## src/design/base64_stream_decoder_core_assert.svh

```systemverilog
// assertion macros for the base64 stream decoder core
// no dependencies; included by the top level only
`ifndef BASE64_STREAM_DECODER_CORE_ASSERT_SVH
`define BASE64_STREAM_DECODER_CORE_ASSERT_SVH

// same-cycle implication, checked outside reset
`define B64D_ASSERT_IMP(name, clk, rst, ante, cons) \
   name: assert property (@(posedge clk) disable iff (rst) (ante) |-> (cons)) \
      else $error("b64d assertion failed");

// next-cycle implication, checked outside reset
`define B64D_ASSERT_NEXT(name, clk, rst, ante, cons) \
   name: assert property (@(posedge clk) disable iff (rst) (ante) |=> (cons)) \
      else $error("b64d assertion failed");

`endif

```

## src/design/b64d_pkg.sv

```systemverilog
// shared types and constants for the base64 stream decoder
// no dependencies
`default_nettype none

package b64d_pkg;

   // length and counter widths
   localparam int LENGTH_WIDTH = 16;
   localparam int COUNT_WIDTH  = LENGTH_WIDTH + 1;

   // queue between front and back
   localparam int QUEUE_DEPTH = 4;
   localparam int QPTR_WIDTH  = $clog2(QUEUE_DEPTH);
   localparam int QCNT_WIDTH  = $clog2(QUEUE_DEPTH + 1);

   // configuration port
   localparam int CSR_ADDR_WIDTH = 3;
   localparam int CSR_DATA_WIDTH = 32;
   localparam logic REG_URL_MODE = 1'b0;
   localparam logic REG_CAPACITY = 1'b1;
   localparam logic [LENGTH_WIDTH-1:0] CAPACITY_RESET = '1;

   // end-of-message status codes
   localparam logic [1:0] STATUS_OK        = 2'd0;
   localparam logic [1:0] STATUS_MALFORMED = 2'd1;
   localparam logic [1:0] STATUS_CAPACITY  = 2'd2;

   // input beat
   typedef struct packed {
      logic [7:0] character;
      logic       last_char;
   } req_type;

   // result beat
   typedef struct packed {
      logic [7:0]              data_byte;
      logic                    byte_valid;
      logic                    end_of_message;
      logic [1:0]              status;
      logic [LENGTH_WIDTH-1:0] decoded_length;
   } rsp_type;

   // classified character, front to back
   typedef struct packed {
      logic [5:0] sym;
      logic       is_pad;
      logic       bad;
      logic       last;
      logic       url;
   } entry_type;

endpackage

`default_nettype wire

```

## src/design/b64d_front.sv

```systemverilog
// front part: accepts characters, classifies them, and queues them
// depends on b64d_pkg
`default_nettype none

module b64d_front (
   input  wire logic                clock,
   input  wire logic                reset,
   input  wire logic                url_mode,
   input  wire logic                push,
   input  wire b64d_pkg::req_type   req_data,
   output logic                     full,
   input  wire logic                pop,
   output logic                     head_valid,
   output b64d_pkg::entry_type      head
);

   localparam logic [7:0] CHAR_PAD        = 8'd61;
   localparam logic [7:0] CHAR_PLUS       = 8'd43;
   localparam logic [7:0] CHAR_SLASH      = 8'd47;
   localparam logic [7:0] CHAR_MINUS      = 8'd45;
   localparam logic [7:0] CHAR_UNDERSCORE = 8'd95;

   b64d_pkg::entry_type               entry;
   b64d_pkg::entry_type               mem_ff [b64d_pkg::QUEUE_DEPTH];
   logic [b64d_pkg::QPTR_WIDTH-1:0]   wr_ptr_ff, wr_ptr_in;
   logic [b64d_pkg::QPTR_WIDTH-1:0]   rd_ptr_ff, rd_ptr_in;
   logic [b64d_pkg::QCNT_WIDTH-1:0]   count_ff, count_in;

   // map a character to its 6-bit symbol, pad or bad flag
   always_comb begin
      entry.sym    = 6'd0;
      entry.is_pad = 1'b0;
      entry.bad    = 1'b0;
      entry.last   = req_data.last_char;
      entry.url    = url_mode;
      if (req_data.character inside {[8'd65:8'd90]}) begin
         entry.sym = 6'(req_data.character - 8'd65);
      end else if (req_data.character inside {[8'd97:8'd122]}) begin
         entry.sym = 6'(req_data.character - 8'd71);
      end else if (req_data.character inside {[8'd48:8'd57]}) begin
         entry.sym = 6'(req_data.character + 8'd4);
      end else if (url_mode && req_data.character == CHAR_MINUS) begin
         entry.sym = 6'd62;
      end else if (url_mode && req_data.character == CHAR_UNDERSCORE) begin
         entry.sym = 6'd63;
      end else if (!url_mode && req_data.character == CHAR_PLUS) begin
         entry.sym = 6'd62;
      end else if (!url_mode && req_data.character == CHAR_SLASH) begin
         entry.sym = 6'd63;
      end else if (!url_mode && req_data.character == CHAR_PAD) begin
         entry.is_pad = 1'b1;
      end else begin
         entry.bad = 1'b1;
      end
   end

   // queue pointers and fill count
   always_comb begin
      wr_ptr_in = wr_ptr_ff;
      rd_ptr_in = rd_ptr_ff;
      count_in  = count_ff;
      if (push) begin
         wr_ptr_in = wr_ptr_ff + b64d_pkg::QPTR_WIDTH'(1);
      end
      if (pop) begin
         rd_ptr_in = rd_ptr_ff + b64d_pkg::QPTR_WIDTH'(1);
      end
      if (push && !pop) begin
         count_in = count_ff + b64d_pkg::QCNT_WIDTH'(1);
      end else if (pop && !push) begin
         count_in = count_ff - b64d_pkg::QCNT_WIDTH'(1);
      end
   end

   always_ff @(posedge clock) begin
      if (reset) begin
         wr_ptr_ff <= '0;
         rd_ptr_ff <= '0;
         count_ff  <= '0;
      end else begin
         wr_ptr_ff <= wr_ptr_in;
         rd_ptr_ff <= rd_ptr_in;
         count_ff  <= count_in;
      end
   end

   // queue storage
   always_ff @(posedge clock) begin
      if (push) begin
         mem_ff[wr_ptr_ff] <= entry;
      end
   end

   assign full       = (count_ff == b64d_pkg::QCNT_WIDTH'(b64d_pkg::QUEUE_DEPTH));
   assign head_valid = (count_ff != '0);
   assign head       = mem_ff[rd_ptr_ff];

endmodule

`default_nettype wire

```

## src/design/b64d_back.sv

```systemverilog
// back part: group decoding, counting, status, and the result register
// depends on b64d_pkg
`default_nettype none

module b64d_back (
   input  wire logic                                  clock,
   input  wire logic                                  reset,
   input  wire logic [b64d_pkg::LENGTH_WIDTH-1:0]     capacity,
   input  wire logic                                  head_valid,
   input  wire b64d_pkg::entry_type                   head,
   output logic                                       pop,
   output logic                                       rsp_valid,
   input  wire logic                                  rsp_stall,
   output b64d_pkg::rsp_type                          rsp_data
);

   localparam int LW = b64d_pkg::LENGTH_WIDTH;
   localparam int CW = b64d_pkg::COUNT_WIDTH;

   logic [1:0]    gpos_ff, gpos_in;
   logic [5:0]    carry_ff, carry_in;
   logic [1:0]    pad_run_ff, pad_run_in;
   logic          bad_seen_ff, bad_seen_in;
   logic [CW-1:0] count_ff, count_in;
   logic          rsp_valid_ff, rsp_valid_in;
   b64d_pkg::rsp_type rsp_ff, rsp_in;

   logic          out_free;
   logic [7:0]    byte_val;
   logic          has_pos;
   logic          emit;
   logic [1:0]    gpos_next;
   logic [1:0]    pad_next;
   logic          bad_next;
   logic [CW-1:0] count_next;
   logic [CW-1:0] len;
   logic          form_err;
   logic [1:0]    status;

   assign out_free = !rsp_valid_ff || !rsp_stall;
   assign pop      = head_valid && out_free;

   // pad tracking and bad-character flag
   always_comb begin
      pad_next = pad_run_ff;
      bad_next = bad_seen_ff | head.bad;
      if (head.is_pad) begin
         if (pad_run_ff != 2'd3) begin
            pad_next = pad_run_ff + 2'd1;
         end
      end else begin
         if (pad_run_ff != 2'd0) begin
            bad_next = 1'b1;
         end
         pad_next = 2'd0;
      end
   end

   // merge the symbol with the carried bits
   always_comb begin
      byte_val = 8'd0;
      carry_in = 6'd0;
      has_pos  = 1'b1;
      case (gpos_ff)
         2'd0: begin
            carry_in = head.sym;
            has_pos  = 1'b0;
         end
         2'd1: begin
            byte_val = {carry_ff, head.sym[5:4]};
            carry_in = {2'b00, head.sym[3:0]};
         end
         2'd2: begin
            byte_val = {carry_ff[3:0], head.sym[5:2]};
            carry_in = {4'b0000, head.sym[1:0]};
         end
         default: begin
            byte_val = {carry_ff[1:0], head.sym};
         end
      endcase
   end

   assign gpos_next = gpos_ff + 2'd1;
   assign emit      = has_pos && !head.is_pad && (count_ff < {1'b0, capacity});

   // byte position count, saturating at 2^LW
   always_comb begin
      count_next = count_ff;
      if (has_pos && !count_ff[LW]) begin
         count_next = count_ff + CW'(1);
      end
   end

   // end-of-message length and status
   always_comb begin
      if (count_next < CW'(pad_next)) begin
         len = '0;
      end else begin
         len = count_next - CW'(pad_next);
      end
      if (head.url) begin
         form_err = (gpos_next == 2'd1);
      end else begin
         form_err = (gpos_next != 2'd0) || (pad_next == 2'd3);
      end
      if (form_err) begin
         status = b64d_pkg::STATUS_MALFORMED;
      end else if (len > {1'b0, capacity}) begin
         status = b64d_pkg::STATUS_CAPACITY;
      end else if (bad_next) begin
         status = b64d_pkg::STATUS_MALFORMED;
      end else begin
         status = b64d_pkg::STATUS_OK;
      end
   end

   // next message state, cleared after the last character
   always_comb begin
      gpos_in     = gpos_ff;
      pad_run_in  = pad_run_ff;
      bad_seen_in = bad_seen_ff;
      count_in    = count_ff;
      if (pop) begin
         if (head.last) begin
            gpos_in     = 2'd0;
            pad_run_in  = 2'd0;
            bad_seen_in = 1'b0;
            count_in    = '0;
         end else begin
            gpos_in     = gpos_next;
            pad_run_in  = pad_next;
            bad_seen_in = bad_next;
            count_in    = count_next;
         end
      end
   end

   // result beat
   always_comb begin
      rsp_in                = rsp_ff;
      rsp_valid_in          = rsp_valid_ff;
      if (out_free) begin
         rsp_valid_in = pop && (emit || head.last);
      end
      if (pop) begin
         rsp_in.data_byte      = emit ? byte_val : 8'd0;
         rsp_in.byte_valid     = emit;
         rsp_in.end_of_message = head.last;
         rsp_in.status         = head.last ? status : b64d_pkg::STATUS_OK;
         rsp_in.decoded_length = '0;
         if (head.last) begin
            rsp_in.decoded_length = len[LW] ? {LW{1'b1}} : len[LW-1:0];
         end
      end
   end

   always_ff @(posedge clock) begin
      if (reset) begin
         gpos_ff      <= 2'd0;
         carry_ff     <= 6'd0;
         pad_run_ff   <= 2'd0;
         bad_seen_ff  <= 1'b0;
         count_ff     <= '0;
         rsp_valid_ff <= 1'b0;
      end else begin
         gpos_ff      <= gpos_in;
         pad_run_ff   <= pad_run_in;
         bad_seen_ff  <= bad_seen_in;
         count_ff     <= count_in;
         rsp_valid_ff <= rsp_valid_in;
         if (pop) begin
            carry_ff <= head.last ? 6'd0 : carry_in;
         end
      end
   end

   always_ff @(posedge clock) begin
      rsp_ff <= rsp_in;
   end

   assign rsp_valid = rsp_valid_ff;
   assign rsp_data  = rsp_ff;

endmodule

`default_nettype wire

```

## src/design/base64_stream_decoder_core.sv

```systemverilog
// Base64 / Base64URL stream decoder, one character per beat.
//
// Channels: req_ carries one character and a last flag per beat; rsp_ carries
// a decoded byte, or the end-of-message report (status, decoded length), or
// both. Characters that complete no byte and are not last give no rsp beat.
// csr_ is an APB-style port: url_mode at 0x0, output_capacity at 0x4.
// An accepted character is written into the queue, then decoded into the
// result register. Throughput: one character per clock while rsp_stall is low,
// set by the single back stage that updates the group state once per character.
// A four-entry queue sits between the classifying front and the decoding
// back. When rsp_stall is high while a result is pending, the result register
// holds, the queue fills, and req_stall rises once the queue is full.
// Reset: url_mode 0, output_capacity 65535, queue empty, message state clear,
// no result pending. The user writes registers only while the block is idle;
// the block does not enforce this. Status: 0 ok, 1 malformed, 2 capacity
// exceeded; bytes sent before a failing status are not withdrawn.
// depends on b64d_pkg, b64d_front, b64d_back
`default_nettype none
`include "base64_stream_decoder_core_assert.svh"

module base64_stream_decoder_core (
   input  wire logic                                   clock,
   input  wire logic                                   reset,
   input  wire logic                                   req_valid,
   output logic                                        req_stall,
   input  wire b64d_pkg::req_type                      req_data,
   output logic                                        rsp_valid,
   input  wire logic                                   rsp_stall,
   output b64d_pkg::rsp_type                           rsp_data,
   input  wire logic                                   csr_psel,
   input  wire logic                                   csr_penable,
   input  wire logic                                   csr_pwrite,
   input  wire logic [b64d_pkg::CSR_ADDR_WIDTH-1:0]    csr_paddr,
   input  wire logic [b64d_pkg::CSR_DATA_WIDTH-1:0]    csr_pwdata,
   output logic [b64d_pkg::CSR_DATA_WIDTH-1:0]         csr_prdata,
   output logic                                        csr_pready
);

   localparam int LW = b64d_pkg::LENGTH_WIDTH;
   localparam int DW = b64d_pkg::CSR_DATA_WIDTH;

   logic                       url_mode_ff, url_mode_in;
   logic [LW-1:0]              capacity_ff, capacity_in;
   logic                       csr_write;
   logic                       push;
   logic                       full;
   logic                       pop;
   logic                       head_valid;
   b64d_pkg::entry_type        head;

   // configuration registers
   assign csr_pready = 1'b1;
   assign csr_write  = csr_psel && csr_penable && csr_pwrite && csr_pready;

   always_comb begin
      url_mode_in = url_mode_ff;
      capacity_in = capacity_ff;
      if (csr_write) begin
         case (csr_paddr[2])
            b64d_pkg::REG_URL_MODE: url_mode_in = csr_pwdata[0];
            b64d_pkg::REG_CAPACITY: capacity_in = csr_pwdata[LW-1:0];
            default: ;
         endcase
      end
   end

   always_ff @(posedge clock) begin
      if (reset) begin
         url_mode_ff <= 1'b0;
         capacity_ff <= b64d_pkg::CAPACITY_RESET;
      end else begin
         url_mode_ff <= url_mode_in;
         capacity_ff <= capacity_in;
      end
   end

   // register readback
   always_comb begin
      case (csr_paddr[2])
         b64d_pkg::REG_URL_MODE: csr_prdata = {{(DW-1){1'b0}}, url_mode_ff};
         b64d_pkg::REG_CAPACITY: csr_prdata = DW'(capacity_ff);
         default:                csr_prdata = '0;
      endcase
   end

   // input beat handshake
   assign req_stall = full;
   assign push      = req_valid && !full;

   b64d_front u_front (
      .clock      (clock),
      .reset      (reset),
      .url_mode   (url_mode_ff),
      .push       (push),
      .req_data   (req_data),
      .full       (full),
      .pop        (pop),
      .head_valid (head_valid),
      .head       (head)
   );

   b64d_back u_back (
      .clock      (clock),
      .reset      (reset),
      .capacity   (capacity_ff),
      .head_valid (head_valid),
      .head       (head),
      .pop        (pop),
      .rsp_valid  (rsp_valid),
      .rsp_stall  (rsp_stall),
      .rsp_data   (rsp_data)
   );

   // a beat without an end report always carries a byte
   `B64D_ASSERT_IMP(a_mid_beat_has_byte, clock, reset,
      rsp_valid && !rsp_data.end_of_message, rsp_data.byte_valid)
   // status and length are reported only at the end of a message
   `B64D_ASSERT_IMP(a_report_only_at_end, clock, reset,
      rsp_valid && !rsp_data.end_of_message,
      rsp_data.status == b64d_pkg::STATUS_OK && rsp_data.decoded_length == '0)
   // status is always a defined code
   `B64D_ASSERT_IMP(a_status_code, clock, reset, rsp_valid,
      rsp_data.status == b64d_pkg::STATUS_OK ||
      rsp_data.status == b64d_pkg::STATUS_MALFORMED ||
      rsp_data.status == b64d_pkg::STATUS_CAPACITY)
   // nothing is popped from the queue while the result register is stalled
   `B64D_ASSERT_IMP(a_no_pop_when_stalled, clock, reset,
      rsp_valid && rsp_stall, !pop)

endmodule

`default_nettype wire
```

## config.mk

```make
export PLATFORM = sky130hd
export DESIGN_NAME = base64_stream_decoder_core
export DESIGN_NICKNAME = d
export VERILOG_FILES = /design/src/design/b64d_pkg.sv /design/src/design/b64d_front.sv /design/src/design/b64d_back.sv /design/src/design/base64_stream_decoder_core.sv
export VERILOG_INCLUDE_DIRS = /design/src /design/src/design
export SDC_FILE = /design/constraint.sdc
export NUM_CORES = 1
export LEC_CHECK = 0
export BUFFER_PORTS_ARGS = -buffer_cell sky130_fd_sc_hd__buf_4
export CAP_MARGIN = 10
export CORE_MARGIN = 5
export CORE_UTILIZATION = 58
export CTS_CLUSTER_DIAMETER = 150
export DETAILED_ROUTE_END_ITERATION = 7
export PLACE_DENSITY = 0.82
export SLEW_MARGIN = 20
export SYNTH_ARGS = -nofsm -noshare
export SYNTH_HDL_FRONTEND = slang
export SYNTH_HIERARCHICAL = 1
export SYNTH_SLANG_ARGS = --single-unit
```

## constraint.sdc

```tcl
create_clock -name clock -period 6.35 [get_ports clock]
set_clock_uncertainty 0.1 [all_clocks]
set_input_delay 0 -clock clock [delete_from_list [all_inputs] [get_ports clock]]
set_output_delay 0 -clock clock [all_outputs]
set_load 0.01 [all_outputs]
```

Word-level counts from Yosys, hierarchy flattened

Memories as Yosys holds them, arrays and structs flattened. A register that Yosys moved wholly into a read port is not among the register bits.
Index checks and enable logic that the tools add are counted.

Bits in writable memories: 40
Flip-flop bits (word level): 81
Output and inout bits: 63
Memories kept: 1

Mux-type cells: 42
$lt $le $gt $ge: 9
Reduce and logical (&&, ||, !) cells: 37
Add/subtract/negate cells: 11
Equal/unequal tests: 11
Bitwise operators: 3

Memories:

| memory         | words | width | read ports | clocked after memory_dff | wr ports | line             | RTL |
|---|---|---|---|---|---|---|---|
| u_front.mem_ff | 4     | 10    | 1          | 1                        | 1        | b64d_front.sv:24 | `b64d_pkg::entry_type mem_ff [b64d_pkg::QUEUE_DEPTH];` |

Operators with widths:

| kind                                                               | number |
|---|---|
| one-hot mux 32 bit (2 select lines)                                | 1 |
| two-way mux 17 bit                                                 | 3 |
| two-way mux 6 bit                                                  | 8 |
| == test 8 x 6 -> 1 bit (second input constant)                     | 4 |
| two-way mux 2 bit                                                  | 14 |
| one-hot mux 8 bit (3 select lines)                                 | 1 |
| logical AND 1 bit                                                  | 18 |
| one-hot mux 6 bit (3 select lines)                                 | 1 |
| adder 17 x 1 -> 17 bit (second input constant)                     | 1 |
| > comparator 17 x 16 -> 1 bit                                      | 1 |
| < comparator 17 x 16 -> 1 bit                                      | 1 |
| < comparator 17 x 2 -> 1 bit                                       | 1 |
| subtractor 17 x 2 -> 17 bit                                        | 1 |
| greater-or-equal comparator 8 x 7 -> 1 bit (second input constant) | 2 |
| <= comparator 8 x 7 -> 1 bit (second input constant)               | 2 |
| two-way mux 16 bit                                                 | 1 |
| two-way mux 1 bit                                                  | 11 |
| adder 2 x 1 -> 2 bit (second input constant)                       | 4 |
| == test 8 x 7 -> 1 bit (second input constant)                     | 1 |
| greater-or-equal comparator 8 x 6 -> 1 bit (second input constant) | 1 |
| <= comparator 8 x 6 -> 1 bit (second input constant)               | 1 |
| zero test 1 bit                                                    | 8 |
| adder 6 x 3 -> 6 bit (second input constant)                       | 1 |
| two-way mux 3 bit                                                  | 2 |
| other kinds (16)                                                   | 24 |

Logic depth before layout (Yosys ltp)

Word-level depth: 10
Gate-level depth with buffers: 22

Cells and area by module

Netlist, hierarchy kept.

Modules (own cells, without submodules):

| module                     | area each (um^2) | instances | cells each |
|---|---|---|---|
| b64d_back                  | 4166.5           | 1         | 488 |
| b64d_front                 | 2513.7           | 1         | 187 |
| base64_stream_decoder_core | 964.7            | 1         | 113 |

Least setup slack after synthesis

OpenSTA, ideal clock, no wires.

Path type: flip-flop to flip-flop
Start point: register u_back.gpos_ff[0]
End point: register u_back.rsp_ff, in the netlist u_back/rsp_data[17], data pin
Stages on the path, launching flop included: 22
Path slack: 1.636 ns
Clock period less this slack: 4.714 ns
Path buffers: 2
Arrival time: 4.356 ns
Setup time: 0.258 ns
Cell sequence: dfxtp_1 > inv_1 > ha_1 > buf_6 > nor2_1 > mux2_2 > ha_1 > a21o_1 > a211oi_1 > o21a_1 > nand2b_4 > nor2_1 > buf_2 > nor2_1 > ha_1 > a21oi_1 > nand2_1 > a211o_1 > a221oi_1 > nand2_1 > a21oi_1 > nor2_1

Longest elaborated chain between the ends: 8
Elaborated cells between the ends (all ways): 15

Ends and longest elaborated chain:

| item                                                                        | line                             | RTL |
|---|---|---|
| from (decl)                                                                 | b64d_back.sv:20                  | `logic [1:0] gpos_ff, gpos_in;` |
| from (signal assigned)                                                      | b64d_back.sv:166                 | `gpos_ff <= gpos_in;` |
| zero test 2 bit                                                             | b64d_back.sv:64                  | `case (gpos_ff)` |
| two-way mux 1 bit                                                           | b64d_back.sv:64                  |  |
| logical AND 1 bit                                                           | b64d_back.sv:89                  | `if (has_pos && !count_ff[LW]) begin` |
| two-way mux 17 bit                                                          | b64d_back.sv:89                  |  |
| subtractor 17 x 2 -> 17 bit or < comparator 17 x 2 -> 1 bit (tied branches) | b64d_back.sv:99, b64d_back.sv:96 |  |
| two-way mux 17 bit                                                          | b64d_back.sv:96                  | `if (count_next < CW'(pad_next)) begin` |
| > comparator 17 x 16 -> 1 bit                                               | b64d_back.sv:108                 | `end else if (len > {1'b0, capacity}) begin` |
| two-way mux 2 bit                                                           | b64d_back.sv:108                 |  |
| to (signal assigned)                                                        | b64d_back.sv:178                 | `rsp_ff <= rsp_in;` |
| to (decl)                                                                   | b64d_back.sv:26                  | `b64d_pkg::rsp_type rsp_ff, rsp_in;` |

Several ways; a longest one is shown, not always the timed one.
A chain may end at the register's enable or synchronous reset.

Worst setup path after layout

Start point: register u_back.gpos_ff[0]
End point: register u_back.rsp_ff, in the netlist u_back/rsp_data[16], data pin

Longest elaborated chain between the ends: 9
Elaborated cells between the ends (all ways): 15

Ends and longest elaborated chain:

| item                                                                        | line                             | RTL |
|---|---|---|
| zero test 2 bit                                                             | b64d_back.sv:64                  |  |
| two-way mux 1 bit                                                           | b64d_back.sv:64                  |  |
| logical AND 1 bit                                                           | b64d_back.sv:89                  |  |
| two-way mux 17 bit                                                          | b64d_back.sv:89                  |  |
| subtractor 17 x 2 -> 17 bit or < comparator 17 x 2 -> 1 bit (tied branches) | b64d_back.sv:99, b64d_back.sv:96 |  |
| two-way mux 17 bit                                                          | b64d_back.sv:96                  |  |
| > comparator 17 x 16 -> 1 bit                                               | b64d_back.sv:108                 |  |
| two-way mux 2 bit                                                           | b64d_back.sv:108                 |  |
| two-way mux 1 bit (*)                                                       | b64d_back.sv:106                 | `if (form_err) begin` |

Mark *: on every way between the ends. The rest lies on a longest branch, timed or not.

==> results.json <==
{
  "synth_cells": 788,
  "pre_cts_ws_ns": 1.101,
  "hold_slack_ns": 0.01715,
  "ios": 114,
  "grt_pass1_wl_mm": 29.32,
  "syn_avg_cell_area_sq_um": 9.702,
  "cellLeakagePower_uw": 0.003719,
  "final-setup-viol-count": 0,
  "grt_overflow": 0,
  "arrival_ns": 5.42,
  "antenna_found_initial": 0,
  "grt_max_degree": 73,
  "synthXorXnorAreaFrac": 0.04354,
  "area_growth_syn_to_layout_pct": 17.41,
  "synth-edff-count": 68,
  "synthTopCellsByArea": "edfxtp_1 27%, dfxtp_1 14%, ha_1 8.7%",
  "wire_per_inst_um": 17.18,
  "synth_top_area_cell": "edfxtp_1",
  "powerDensity_mw_per_mm2": 371.2,
  "ys_seq_area_frac": 0.4111,
  "hp-class": "input pin to flip-flop",
  "die_w_um": 124.8,
  "drtIter0Drc": 678,
  "start_util": 0.5842,
  "synthFlopType": "edfxtp_1",
  "met1Wirelength_mm": 7.778,
  "yosys-top-cells-count": "130 x nor2_1, 68 x edfxtp_1, 55 x dfxtp_1, 53 x ha_1, 45 x a21oi_1",
  "hold_viol": 0,
  "p_switching_uw": 1216,
  "cts_sinks": 123,
  "yosys_register_bits": 123,
  "endpoint_kind": "flip-flop",
  "setup_ws_ns": 0.9916,
  "reg2reg_slack_ns": 0.99,
  "num-nets-final": 976,
  "gp_congestion": 0.9305,
  "dieArea_sq_mm": 0.01558,
  "comb_power_share": 0.384,
  "remaining_drc_errors": 0,
  "dp_hpwl_mm": 12.33,
  "clkTransAtPathRegs_ns": 0.06,
  "cts_buffers": 17,
  "io_buffers": 78,
  "pwr-share-seq": 0.341,
  "via_per_inst": 5.905,
  "synth_area_sq_mm": 0.007645,
  "cts_resized": 0,
  "muxShareOfSynthArea": 0.06187,
  "wl_mm": 18.19,
  "top_layer_used": "met4",
  "outcome": "finished clean",
  "p_sw_frac": 0.3650,
  "fmax_mhz": 186.6,
  "crit_path_start_kind": "flip-flop",
  "ys_types": 78,
  "grtUsageTotal": 0.2312,
  "cap_violations": 0,
  "htree_levels": 4,
  "synthArstFlopShare": 0,
  "core_region_area_sq_mm": 0.01309,
  "period_minus_slack_ns": 5.358,
  "ant_nets": 0,
  "ir_drop_mv": 0.2416,
  "rsz0062_at_grt": "false",
  "row_count": 42,
  "slew_headroom": 0.3519,
  "worst_pin_slew_ns": 0.9697,
  "grt_pass1_vias": 5744,
  "cts_tree": "built",
  "synth_adder_area_share": 0.09198,
  "crit_fanout": 10,
  "intPower_uw": 2116,
  "p_clk_frac": 0.276,
  "dr.pass1.iters": 7,
  "yosysMostFrequentCell": "nor2_1",
  "synth_top_area_frac": 0.2671,
  "slew_violations": 0,
  "die_h_um": 124.8,
  "synth-simple-area-share": 0.1846,
  "dr_wl_met2_mm": 8.696,
  "fin_setup_tns_ns": 0,
  "num_vias": 6253,
  "reg2reg_from": "u_back/gpos_ff[0]",
  "drive_above_1_share": 0.1721,
  "startpoint": "u_back/gpos_ff[0]",
  "synth_top_family_by_area": "simple AND/OR/NAND/NOR gates",
  "wl_met3_mm": 1.264,
  "clockRootBuffer": "clkbuf_16",
  "yosysWarnings": 6,
  "synth_compound_area_frac": 0.1447,
  "setup.worst_path.class": "flip-flop to flip-flop",
  "clock_latency_ns": 0.41,
  "num_antenna_cells": 0,
  "cp.required_ns": 6.42,
  "clk_path_buf_depth": 2,
  "worstHoldStart": "reset",
  "min_period_over_period": 0.8438
}
## cell families (layout without fill, tap and decap cells)
family / Yosys count / in the layout
multiplexers: 34 / 34
flip-flops: 123 / 123
other: 2 / 17
adder cells (fa/ha/maj): 55 / 55
XOR/XNOR: 38 / 38
buffers and inverters: 91 / 171
AND/OR/NAND/NOR: 281 / 281
AO/OA/AOI/OAI: 164 / 164
## critical path: stages, from the launching register on
cell and delay [ns]:
dfxtp_1 0.44, inv_1 0.11, ha_1 0.35, nor2_1 0.36, mux2_2 0.44, fa_1 0.49
a211o_1 0.33, o21bai_1 0.26, or3_4 0.40, nor2_1 0.23, xor2_1 0.22, nor2_1 0.08
ha_1 0.29, nand2_1 0.07, nor4_1 0.37, a221oi_1 0.13, nand2_1 0.08, a21oi_1 0.12
a31o_1 0.26
## what timing repair did
action	in CTS	in global routing
endpoints found under the hold margin	26	0
hold buffers	21	0
buffers inserted	0	0
## power groups by stage
stage	Clock, uW	Sequential (uW)	Combinational [uW]
6_report	919	1130	1280
5_1_grt	976	1150	1410
4_1_cts	935	1140	1270
3_5_place_dp	0	1150	1250
3_3_place_gp	0	1140	1220
2_1_floorplan	0	1180	809
## per-stage QoR
stage               cells  total power (uW)    util  instance area [sq um]
finish               1059              3332  0.6860                   8976
detailed placement   1006              2394  0.6267                   8200
global placement     1006              2364  0.6267                   8200
CTS                  1059              3339  0.6860                   8976
global route         1059              3532  0.6860                   8976
floorplan             803              1990       -                   7701
## metal layers
layer / global-route usage / vias to the layer above
li1: - / 2966
met1: 0.3052 / 2983
met2: 0.3740 / 268
met3: 0.04460 / 36
met4: 0.09478 / 0
met5: 0 / -
## path summary, 6_finish.rpt
kind / to / depth (start not counted)
worst min register to register: u_back/carry_ff[5] / 2
worst min-delay path: u_front/wr_ptr_ff[1] / 2
worst max register to register: u_back/rsp_data[16] / 18
worst max-delay path: u_back/rsp_data[16] / 18
## cell type report
cell class	count	area (sq um)
fill	961	4109
multi-input combinational	589	4090
sequential	123	3143
timing repair buffer	102	818.3
clock buffer	17	425.4
tap	176	220.2
clock inverter	15	140.1
inverter	37	138.9
## cell usage in the layout (no fill, tap or decap), types with 6 or more instances in the layout
master	instances
nor2_1	130
buf_4	81
edfxtp_1	68
dfxtp_1	55
ha_1	53
a21oi_1	45
nand2_1	38
inv_1	36
o21ai_0	32
xnor2_1	24
mux2i_1	21
dlygate4sd3_1	21
a22oi_1	20
and2_1	17
conb_1	17
clkbuf_16	17
xor2_1	14
nor3_1	13
o21a_1	11
nand3_1	10
mux4_2	10
nand4_1	9
nand2b_1	8
a21o_1	8
or3_1	7
nor4_1	6
a211oi_1	6
## flip-flops by register name (all words and copies together) (netlist names), named ones only
register	count
u_back/carry_ff	6
u_front/mem_ff	40
u_back/gpos_ff	2
capacity_ff	16
u_front/rd_ptr_ff	2
u_back/pad_run_ff	2
u_front/count_ff	3
u_back/rsp_data	28
u_back/count_ff	17
u_back/rsp_valid	1
u_back/bad_seen_ff	1
u_front/wr_ptr_ff	2
url_mode_ff	1
No activity file was read; power rests on OpenSTA's default activity.
